<file path="src/rtl/fpfa_pkg.sv">
// Shared constants, codes and types of the fixed partition fit allocator.
package fpfa_pkg;

  // Table geometry.
  localparam int NUM_PARTS = 16;
  localparam int SIZE_BITS = 16;
  localparam int IDX_W     = $clog2(NUM_PARTS);
  localparam int CNT_W     = $clog2(NUM_PARTS + 1);

  // Port field widths.
  localparam int CMD_W    = 1;
  localparam int PART_W   = 4;
  localparam int AMT_W    = 16;
  localparam int POL_W    = 2;
  localparam int BCNT_W   = 5;
  localparam int CFG_IDX_W = 2;
  localparam int CFG_DAT_W = 5;

  // Compare width: wide enough for both a stored size and a request.
  localparam int WIDE_W = (SIZE_BITS > AMT_W) ? SIZE_BITS : AMT_W;

  // Command codes.
  localparam logic [CMD_W-1:0] CMD_LOAD  = 1'b0;
  localparam logic [CMD_W-1:0] CMD_ALLOC = 1'b1;

  // Fit policies; the unused code behaves as first fit.
  localparam logic [POL_W-1:0] POL_FIRST = 2'd0;
  localparam logic [POL_W-1:0] POL_BEST  = 2'd1;
  localparam logic [POL_W-1:0] POL_WORST = 2'd2;

  // Register indexes.
  localparam logic [CFG_IDX_W-1:0] REG_FIT_POLICY  = 2'd0;
  localparam logic [CFG_IDX_W-1:0] REG_BLOCK_COUNT = 2'd1;

  localparam logic [BCNT_W-1:0] BCNT_RESET = BCNT_W'(NUM_PARTS);

  // Controller to datapath.
  typedef struct packed {
    logic load;    // write a partition size, mark it free
    logic start;   // latch request, clear the search
    logic step;    // issue one table read / compare
    logic commit;  // publish result, mark pick occupied
  } fpfa_cmd_t;

  // Datapath to controller.
  typedef struct packed {
    logic scan_done;  // all entries compared
    logic out_free;   // result register can take a beat
  } fpfa_sts_t;

endpackage

</file>
<file path="src/rtl/fpfa_if.sv">
// Valid/ready channel interfaces: input items, results and register writes.
interface fpfa_in_if;
  logic                          valid;
  logic                          ready;
  logic [fpfa_pkg::CMD_W-1:0]    command;
  logic [fpfa_pkg::PART_W-1:0]   part_index;
  logic [fpfa_pkg::AMT_W-1:0]    amount;

  modport source (output valid, output command, output part_index, output amount,
                  input ready);
  modport sink   (input valid, input command, input part_index, input amount,
                  output ready);
endinterface

interface fpfa_out_if;
  logic                          valid;
  logic                          ready;
  logic                          granted;
  logic [fpfa_pkg::PART_W-1:0]   chosen_part;

  modport source (output valid, output granted, output chosen_part, input ready);
  modport sink   (input valid, input granted, input chosen_part, output ready);
endinterface

interface fpfa_cfg_if;
  logic                            valid;
  logic                            ready;
  logic [fpfa_pkg::CFG_IDX_W-1:0]  reg_index;
  logic [fpfa_pkg::CFG_DAT_W-1:0]  wdata;

  modport source (output valid, output reg_index, output wdata, input ready);
  modport sink   (input valid, input reg_index, input wdata, output ready);
endinterface

</file>
<file path="src/rtl/fixed_partition_fit_allocator.sv">
// Top level of the fixed partition fit allocator (first, best, worst fit).
// Load beats: no result; the next beat is taken the following cycle.
// Allocate beats, n active partitions: n table reads, compare drain, then commit once the
//   result register is free; no new beat is taken until that commit.
// Results sit in an output register; a new beat is accepted while one waits.
// Reset (rst_n low, synchronous): all partitions free, first fit, block_count 16.
module fixed_partition_fit_allocator (
  input  logic              clk,
  input  logic              rst_n,
  fpfa_in_if.sink           in_if,
  fpfa_out_if.source        out_if,
  fpfa_cfg_if.sink          cfg_if
);

  fpfa_pkg::fpfa_cmd_t cmd;
  fpfa_pkg::fpfa_sts_t sts;

  // Register writes are always taken; software must only write while idle, unchecked here.
  assign cfg_if.ready = 1'b1;

  // Sequencer: idle -> scan over the active partitions -> commit.
  fpfa_ctrl u_ctrl (
    .clk        (clk),
    .rst_n      (rst_n),
    .in_valid   (in_if.valid),
    .in_command (in_if.command),
    .in_ready   (in_if.ready),
    .sts        (sts),
    .cmd        (cmd)
  );

  // Size table, occupied marks, running best pick and the result register.
  fpfa_dp u_dp (
    .clk             (clk),
    .rst_n           (rst_n),
    .cmd             (cmd),
    .sts             (sts),
    .in_part_index   (in_if.part_index),
    .in_amount       (in_if.amount),
    .cfg_we          (cfg_if.valid),
    .cfg_reg_index   (cfg_if.reg_index),
    .cfg_wdata       (cfg_if.wdata),
    .out_valid       (out_if.valid),
    .out_ready       (out_if.ready),
    .out_granted     (out_if.granted),
    .out_chosen_part (out_if.chosen_part)
  );

endmodule

</file>
<file path="src/rtl/fpfa_ctrl.sv">
// Controller state machine: accept, scan sequencing and result commit.
module fpfa_ctrl (
  input  logic                         clk,
  input  logic                         rst_n,
  input  logic                         in_valid,
  input  logic [fpfa_pkg::CMD_W-1:0]   in_command,
  output logic                         in_ready,
  input  fpfa_pkg::fpfa_sts_t          sts,
  output fpfa_pkg::fpfa_cmd_t          cmd
);

  localparam logic [1:0] S_IDLE   = 2'd0;
  localparam logic [1:0] S_SCAN   = 2'd1;
  localparam logic [1:0] S_COMMIT = 2'd2;

  logic [1:0] state_r, state_nxt;
  logic       accept;

  assign in_ready = (state_r == S_IDLE);
  assign accept   = in_valid && in_ready;

  always_comb begin
    state_nxt  = state_r;
    cmd        = '0;
    unique case (state_r)
      S_IDLE: begin
        if (accept) begin
          if (in_command == fpfa_pkg::CMD_ALLOC) begin
            cmd.start = 1'b1;
            state_nxt = S_SCAN;
          end else begin
            cmd.load = 1'b1;
          end
        end
      end
      S_SCAN: begin
        cmd.step = 1'b1;
        if (sts.scan_done) state_nxt = S_COMMIT;
      end
      S_COMMIT: begin
        if (sts.out_free) begin
          cmd.commit = 1'b1;
          state_nxt  = S_IDLE;
        end
      end
      default: state_nxt = S_IDLE;
    endcase
  end

  always_ff @(posedge clk) begin
    if (!rst_n) state_r <= S_IDLE;
    else        state_r <= state_nxt;
  end

endmodule

</file>
<file path="src/rtl/fpfa_dp.sv">
// Datapath: size table, occupied marks, scan compare, config and result registers.
module fpfa_dp (
  input  logic                          clk,
  input  logic                          rst_n,
  input  fpfa_pkg::fpfa_cmd_t           cmd,
  output fpfa_pkg::fpfa_sts_t           sts,
  input  logic [fpfa_pkg::PART_W-1:0]   in_part_index,
  input  logic [fpfa_pkg::AMT_W-1:0]    in_amount,
  input  logic                          cfg_we,
  input  logic [fpfa_pkg::CFG_IDX_W-1:0] cfg_reg_index,
  input  logic [fpfa_pkg::CFG_DAT_W-1:0] cfg_wdata,
  output logic                          out_valid,
  input  logic                          out_ready,
  output logic                          out_granted,
  output logic [fpfa_pkg::PART_W-1:0]   out_chosen_part
);

  // Size table: one write port (load), one registered read port (scan).
  logic [fpfa_pkg::SIZE_BITS-1:0] size_mem [fpfa_pkg::NUM_PARTS];
  logic [fpfa_pkg::SIZE_BITS-1:0] rd_data_r;

  logic [fpfa_pkg::NUM_PARTS-1:0] occ_r, occ_nxt;
  logic [fpfa_pkg::POL_W-1:0]     policy_r;
  logic [fpfa_pkg::BCNT_W-1:0]    bcount_r;

  logic [fpfa_pkg::WIDE_W-1:0]    amt_r;
  logic [fpfa_pkg::CNT_W-1:0]     cnt_r, n_r;
  logic                           cmp_v_r;
  logic [fpfa_pkg::IDX_W-1:0]     cmp_idx_r;
  logic                           found_r;
  logic [fpfa_pkg::IDX_W-1:0]     pick_r;
  logic [fpfa_pkg::WIDE_W-1:0]    pick_left_r;

  logic                           out_valid_r;
  logic                           granted_r;
  logic [fpfa_pkg::PART_W-1:0]    chosen_r;

  logic [fpfa_pkg::WIDE_W-1:0]    load_w, rd_w, left;
  logic                           load_ok, issue, cand, take;
  logic [fpfa_pkg::CNT_W-1:0]     n_clamp;

  assign load_w  = fpfa_pkg::WIDE_W'(in_amount);
  assign load_ok = (fpfa_pkg::WIDE_W'(in_part_index) < fpfa_pkg::WIDE_W'(fpfa_pkg::NUM_PARTS));
  assign issue   = cmd.step && (cnt_r < n_r);
  assign n_clamp = (fpfa_pkg::WIDE_W'(bcount_r) > fpfa_pkg::WIDE_W'(fpfa_pkg::NUM_PARTS)) ?
                   fpfa_pkg::CNT_W'(fpfa_pkg::NUM_PARTS) : fpfa_pkg::CNT_W'(bcount_r);

  // Compare stage on the registered read.
  assign rd_w = fpfa_pkg::WIDE_W'(rd_data_r);
  assign left = rd_w - amt_r;
  assign cand = cmp_v_r && !occ_r[cmp_idx_r] && (rd_w >= amt_r);
  always_comb begin
    take = 1'b0;
    if (cand) begin
      if (!found_r)                              take = 1'b1;
      else if (policy_r == fpfa_pkg::POL_BEST)   take = (left < pick_left_r);
      else if (policy_r == fpfa_pkg::POL_WORST)  take = (left > pick_left_r);
    end
  end

  assign sts.scan_done = (cnt_r >= n_r) && !cmp_v_r;
  assign sts.out_free  = !out_valid_r || out_ready;

  always_ff @(posedge clk) begin
    if (cmd.load && load_ok)
      size_mem[in_part_index[fpfa_pkg::IDX_W-1:0]] <= load_w[fpfa_pkg::SIZE_BITS-1:0];
  end

  always_ff @(posedge clk) begin
    if (issue) rd_data_r <= size_mem[cnt_r[fpfa_pkg::IDX_W-1:0]];
  end

  always_comb begin
    occ_nxt = occ_r;
    if (cmd.load && load_ok) occ_nxt[in_part_index[fpfa_pkg::IDX_W-1:0]] = 1'b0;
    if (cmd.commit && found_r) occ_nxt[pick_r] = 1'b1;
  end

  // Control-like state with reset.
  always_ff @(posedge clk) begin
    if (!rst_n) begin
      occ_r       <= '0;
      policy_r    <= fpfa_pkg::POL_FIRST;
      bcount_r    <= fpfa_pkg::BCNT_RESET;
      cnt_r       <= '0;
      n_r         <= '0;
      cmp_v_r     <= 1'b0;
      found_r     <= 1'b0;
      out_valid_r <= 1'b0;
    end else begin
      occ_r <= occ_nxt;
      if (cfg_we) begin
        unique case (cfg_reg_index)
          fpfa_pkg::REG_FIT_POLICY:  policy_r <= cfg_wdata[fpfa_pkg::POL_W-1:0];
          fpfa_pkg::REG_BLOCK_COUNT: bcount_r <= cfg_wdata[fpfa_pkg::BCNT_W-1:0];
          default: ;
        endcase
      end
      if (cmd.start) begin
        cnt_r   <= '0;
        n_r     <= n_clamp;
        cmp_v_r <= 1'b0;
        found_r <= 1'b0;
      end else begin
        if (issue) cnt_r <= cnt_r + 1'b1;
        cmp_v_r <= issue;
        if (take) found_r <= 1'b1;
      end
      if (cmd.commit)     out_valid_r <= 1'b1;
      else if (out_ready) out_valid_r <= 1'b0;
    end
  end

  // Payload registers.
  always_ff @(posedge clk) begin
    if (cmd.start) amt_r <= fpfa_pkg::WIDE_W'(in_amount);
    if (issue)     cmp_idx_r <= cnt_r[fpfa_pkg::IDX_W-1:0];
    if (take) begin
      pick_r      <= cmp_idx_r;
      pick_left_r <= left;
    end
    if (cmd.commit) begin
      granted_r <= found_r;
      chosen_r  <= found_r ? fpfa_pkg::PART_W'(pick_r) : '0;
    end
  end

  assign out_valid       = out_valid_r;
  assign out_granted     = granted_r;
  assign out_chosen_part = chosen_r;

endmodule

</file>
<file path="src/flat_wrapper.sv">
// flat-port wrapper written by rule: the top's interface ports become plain ports
module fixed_partition_fit_allocator_flat 
  (clk, rst_n, in_if_valid, in_if_command, in_if_part_index, in_if_amount, in_if_ready, out_if_valid, out_if_granted, out_if_chosen_part, out_if_ready, cfg_if_valid, cfg_if_reg_index, cfg_if_wdata, cfg_if_ready);
  fpfa_in_if in_if_i ();
  fpfa_out_if out_if_i ();
  fpfa_cfg_if cfg_if_i ();
  input  logic clk;
  input  logic rst_n;
  input wire logic [$bits(in_if_i.valid)-1:0] in_if_valid;
  input wire logic [$bits(in_if_i.command)-1:0] in_if_command;
  input wire logic [$bits(in_if_i.part_index)-1:0] in_if_part_index;
  input wire logic [$bits(in_if_i.amount)-1:0] in_if_amount;
  output wire logic [$bits(in_if_i.ready)-1:0] in_if_ready;
  output wire logic [$bits(out_if_i.valid)-1:0] out_if_valid;
  output wire logic [$bits(out_if_i.granted)-1:0] out_if_granted;
  output wire logic [$bits(out_if_i.chosen_part)-1:0] out_if_chosen_part;
  input wire logic [$bits(out_if_i.ready)-1:0] out_if_ready;
  input wire logic [$bits(cfg_if_i.valid)-1:0] cfg_if_valid;
  input wire logic [$bits(cfg_if_i.reg_index)-1:0] cfg_if_reg_index;
  input wire logic [$bits(cfg_if_i.wdata)-1:0] cfg_if_wdata;
  output wire logic [$bits(cfg_if_i.ready)-1:0] cfg_if_ready;
  assign in_if_i.valid = in_if_valid;
  assign in_if_i.command = in_if_command;
  assign in_if_i.part_index = in_if_part_index;
  assign in_if_i.amount = in_if_amount;
  assign in_if_ready = in_if_i.ready;
  assign out_if_valid = out_if_i.valid;
  assign out_if_granted = out_if_i.granted;
  assign out_if_chosen_part = out_if_i.chosen_part;
  assign out_if_i.ready = out_if_ready;
  assign cfg_if_i.valid = cfg_if_valid;
  assign cfg_if_i.reg_index = cfg_if_reg_index;
  assign cfg_if_i.wdata = cfg_if_wdata;
  assign cfg_if_ready = cfg_if_i.ready;
  fixed_partition_fit_allocator u_core (.clk(clk), .rst_n(rst_n), .in_if(in_if_i), .out_if(out_if_i), .cfg_if(cfg_if_i));
endmodule
</file>
<file path="config.mk">
export PLATFORM = sky130hd
export DESIGN_NAME = fixed_partition_fit_allocator_flat
export DESIGN_NICKNAME = d
export VERILOG_FILES = /design/src/rtl/fpfa_pkg.sv /design/src/rtl/fpfa_if.sv /design/src/rtl/fixed_partition_fit_allocator.sv /design/src/rtl/fpfa_ctrl.sv /design/src/rtl/fpfa_dp.sv /design/src/flat_wrapper.sv
export SDC_FILE = /design/constraint.sdc
export NUM_CORES = 1
export LEC_CHECK = 0
export BUFFER_PORTS_ARGS = -buffer_cell sky130_fd_sc_hd__buf_2
export CORE_MARGIN = 8
export CORE_UTILIZATION = 60
export CTS_BUF_LIST = sky130_fd_sc_hd__clkbuf_16
export CTS_CLUSTER_DIAMETER = 150
export CTS_CLUSTER_SIZE = 28
export DETAILED_ROUTE_END_ITERATION = 12
export GPL_ROUTABILITY_DRIVEN = 0
export PLACE_DENSITY = 0.82
export RECOVER_POWER = 25
export SYNTH_ARGS = -nofsm -noshare
export SYNTH_HDL_FRONTEND = slang
export SYNTH_SLANG_ARGS = --single-unit
</file>
<file path="constraint.sdc">
create_clock -name clk -period 4.9 [get_ports clk]
set_input_delay 0.245 -clock clk [delete_from_list [all_inputs] [get_ports clk]]
set_output_delay 0.245 -clock clk [all_outputs]
set_load 0.02 [all_outputs]
</file>
==> impl.org <==
** Setup path
- Critical path class :: reg2reg
- Logic depth of the worst register-to-register path :: 16
- Worst setup EP type :: register
- Of all nets on the critical path, the largest fanout is 12.
- Launching element type of the critical path :: register
- Grouping stages by cell kind, the critical path spends the most delay in compound AO/OA/AOI/OAI gates.
- Data on the critical path arrives at its endpoint at 4590 ps.
- The largest single stage delay on the critical path is 580 ps.
- The critical path crosses 16 cells after its start point.
- For the worst setup path, the data required time is 5110 ps.
- The setup check on the worst reg-to-reg path leaves a slack of 520 ps.
- Cell Chain, Critical Path :: inv_1 > ha_1 > nor2b_1 > o211ai_1 > a2111oi_1 > o41a_1 > mux2i_1 > o2111ai_1 > ha_1 > nand4_1 > nor3_1 > a21boi_0 > nor4b_1 > mux2i_1 > a21oi_2 > buf_4
- Cell with the largest stage delay on the worst path :: sky130_fd_sc_hd__a2111oi_1
- Total buffers and inverters traversed by the critical path :: 2

** Synthesis
- Post-synthesis net count :: 896
- Cell area after synthesis :: 14700 µm²
- Dominant combinational cell family by area after synthesis :: multiplexers
- Simple-gate share of the synthesized area :: 5.29%
- Share of the synthesized area in the top cell type :: 64.9%
- EDFF count, synth :: 317
- The most used flip-flop cell after synthesis is sky130_fd_sc_hd__edfxtp_1.
- After synthesis, the netlist uses 55 different library cells.
- Of the total synthesized cell area, the portion taken by XOR and XNOR cells is 0.896%.
- For this run, the number of Yosys warnings is 0.
- Number of standard cells after synthesis :: 824
- Ranked by total cell area, the synthesized netlist is headed by sky130_fd_sc_hd__edfxtp_1, sky130_fd_sc_hd__mux4_2, sky130_fd_sc_hd__dfxtp_1.
- Average cell area after synthesis :: 17.8 µm²
- The synthesized design contains 355 register bits.
- The synthesized netlist devotes 4.20% of its cell area to compound gates.
- In the synthesized netlist the async set-or-reset flop fraction comes to 0%.
- Of the total synthesized cell area, the portion taken by full adders, half adders and majority gates is 3.38%.
- Largest area contributor in the synthesized netlist :: sky130_fd_sc_hd__edfxtp_1
- Summing the sequential cell areas from Yosys gives 70.1% of the chip area.
- Share of cell area taken by muxes after synthesis :: 13.8%

** Floorplan
- The floorplan step set the die height to 172 µm.
- The die is 172 µm wide.
- Area enclosed by the die boundary :: 29700 µm²
- Initial Util :: 60.6%
- Placeable core region :: 24200 µm²
- I/O pins :: 41
- Row generation in the floorplan step produced 57 rows.

** Hold path
- Cell count of the worst hold path :: 3
- The worst hold path belongs to the class in2reg.

** Clock network
- Clock-pin slew was measured on the worst setup and hold paths at 110 ps.
- Clock root buffer :: sky130_fd_sc_hd__clkbuf_16
- At the later pin of the worst-skew pair, clock insertion delay measures 500 ps.
- CTS built an H-tree with a depth of 1.
- For this design, the sink count on the clock tree is 355.
- Cts bufs inserted :: 16
- Count of cells resized by post-cts repair :: 0
- No sink is reached through more buffers than the 3 on the longest clock path.
- CTS tree :: yes

** STA
- The number of hold violations in the final report was 0.
- Final worst path period need :: 4380 ps
- The worst path uses 89.3% of the clock period.
- Achievable Freq :: 229 MHz
- Least-Margin Pin Slew :: 1020 ps
- Setup violations remaining at the end of the flow were counted as 0.
- The clock arrives with 14.5 ps of skew.
- For the final routed database, the setup TNS stands at 0 ps.
- Setup repair after global routing left no endpoint under its margin.
- Number of max-slew violations in the final report :: 0
- Relative slew slack :: 31.8%

** Cells and area
- Commonest non-fill, non-tap cells in the layout :: sky130_fd_sc_hd__edfxtp_1, sky130_fd_sc_hd__mux4_2, sky130_fd_sc_hd__inv_1
- The repair_antennas step left the layout with diodes totalling 0.
- Fin cells :: 1210
- Filler cell count :: 1616
- The library cell used most frequently in the layout, excluding fill and tap cells, is sky130_fd_sc_hd__edfxtp_1.
- Fraction of layout cells with a size suffix above 1 :: 19.8%
- The area growth from synthesis to layout is 8.02%.
- Layout Nets :: 948

** Global route
- Initial antenna violation count :: 0
- The first global-routing pass estimated 45.1 mm of wire.
- Entering global routing, the biggest net connects 69 pins.
- Combined global-route utilization of all metal layers :: 20.4%
- Total overflow reported by the global router :: 0
- Vias in the first global route :: 7762

** Route
- Total wirelength of the detailed-routed design :: 29.4 mm
- Number of remaining DRC errors :: 0
- Using the TritonRoute via totals, the vias-per-cell ratio works out to 6.27.
- Final ANT Viol Nets :: 0
- Average wire per standard cell :: 24.3 µm
- The first TritonRoute pass finished after 5 iterations.
- Total number of vias :: 7592
- The detailed router finished its first iteration with 842 violations.

** Placed design
- DP HPWL :: 17.7 mm
- Counting tap cells, the placed design contains a total of 1179 instances.
- Port Buffer Count :: 39

** Job
- Max-Cap Viols :: 0

** Run status
- Status :: completed

** Power
- Pwr Density :: 322 nW/µm²
- The analysis attributes to cell leakage a power of 0.00522 µW.
- VDD sags by at most 0.280 mV.
[logic make-up (layout without fill, tap and decap cells)]
kind of cell,after synthesis,after routing
AND/OR/NAND/NOR,149,149
buffers and inverters,77,139
XOR/XNOR,15,15
AO/OA/AOI/OAI,93,93
flip-flops,355,355
adder cells (fa/ha/maj),39,39
other,1,1
multiplexers,95,95
[power by group]
| group | internal, µW | switching (µW) |
|---|---|---|
| clock network | 642 | 866 |
| registers | 3320 | 15.2 |
| logic | 93.2 | 162 |
| total | 4060 | 1040 |
[per-stage QoR]
step	setup WS, ps	hold WS [ps]	power, µW	utilization, %	instance area (µm²)
2_1_floorplan	477	344	3560	-	14700
3_3_place_gp	921	451	3650	63.5	15300
3_5_place_dp	595	450	3660	63.5	15300
4_1_cts	578	7.49	5120	65.6	15900
5_1_grt	207	6.08	5260	65.5	15800
6_report	525	9.38	5100	65.5	15800
[final timing paths]
kind,start,endpoint
hold reg to reg,u_core.u_dp.n_r[0]$_SDFFE_PN0P_,u_core.u_dp.n_r[0]$_SDFFE_PN0P_
hold / removal,cfg_if_wdata[0],u_core.u_dp.bcount_r[0]$_SDFFE_PN0P_
setup / recovery,u_core.u_dp.amt_r[1]$_DFFE_PP_,u_core.u_dp.pick_left_r[9]$_DFFE_PP_
setup reg to reg,u_core.u_dp.amt_r[1]$_DFFE_PP_,u_core.u_dp.pick_left_r[9]$_DFFE_PP_
[layer usage]
metal / share of wire (%) / GRT usage [%] / up-vias
met1: 39 / 27.0 / 3888
met3: 6.9 / 2.53 / 59
met5: 0 / 0 / -
li1: - / - / 3334
met2: 50 / 34.6 / 311
met4: 3.5 / 7.50 / 0
[flip-flops by register name, indices dropped and copies added, names as in the netlist, 2 cells and up]
register                     count
u_core.u_dp.out_chosen_part      4
u_core.u_dp.policy_r             2
u_core.u_dp.n_r                  5
u_core.u_dp.amt_r               16
u_core.u_dp.pick_r               4
u_core.u_dp.rd_data_r           16
u_core.u_dp.bcount_r             5
u_core.u_dp.size_mem           256
u_core.u_dp.pick_left_r         16
u_core.u_dp.cmp_idx_r            4
u_core.u_dp.cnt_r                5
u_core.u_dp.occ_r               16
u_core.u_ctrl.state_r            2
[worst register-to-register path, delay by kind of cell (launching register included)]
kind	cells	cell delay [ps]
AO/OA/AOI/OAI	6	1660
AND/OR/NAND/NOR	4	700
adder cells (fa/ha/maj)	2	670
flip-flops	1	390
multiplexers	2	390
buffers and inverters	2	280
[repair_timing]
item                                    4_1_cts  5_1_grt
hold buffers                                  3        0
hold endpoints to repair                      3        0
buffers inserted                              0        0
endpoints found under the setup margin        0        0
[cell usage after synthesis, drive strengths merged (2+ instances only)]
library cell / count
o31ai: 2
mux2i: 10
xor2: 7
clkbuf: 16
a21o: 5
inv: 45
nand4: 13
nor3: 9
or3: 2
buf: 15
o21ai: 21
edfxtp: 317
nor2b: 18
xnor2: 8
nand3: 8
dfxtp: 38
a21oi: 26
nand2b: 9
ha: 38
a21boi: 21
o211ai: 3
and2: 5
and3: 6
nand2: 36
a211oi: 2
mux4: 85
nor3b: 2
nor4b: 2
nand3b: 5
nor4: 2
o21a: 4
nor2: 29
[final cells by class]
type	instances	area, µm²	share of cell area (%)
inverter	46	173	1.09
clock buffer	17	425	2.69
clock inverter	11	48.8	0.308
multi-input combinational	392	4110	25.9
sequential	355	10300	64.9
timing repair buffer	65	395	2.50
tap	324	405	2.56
(Power assumes the default switching activity.)
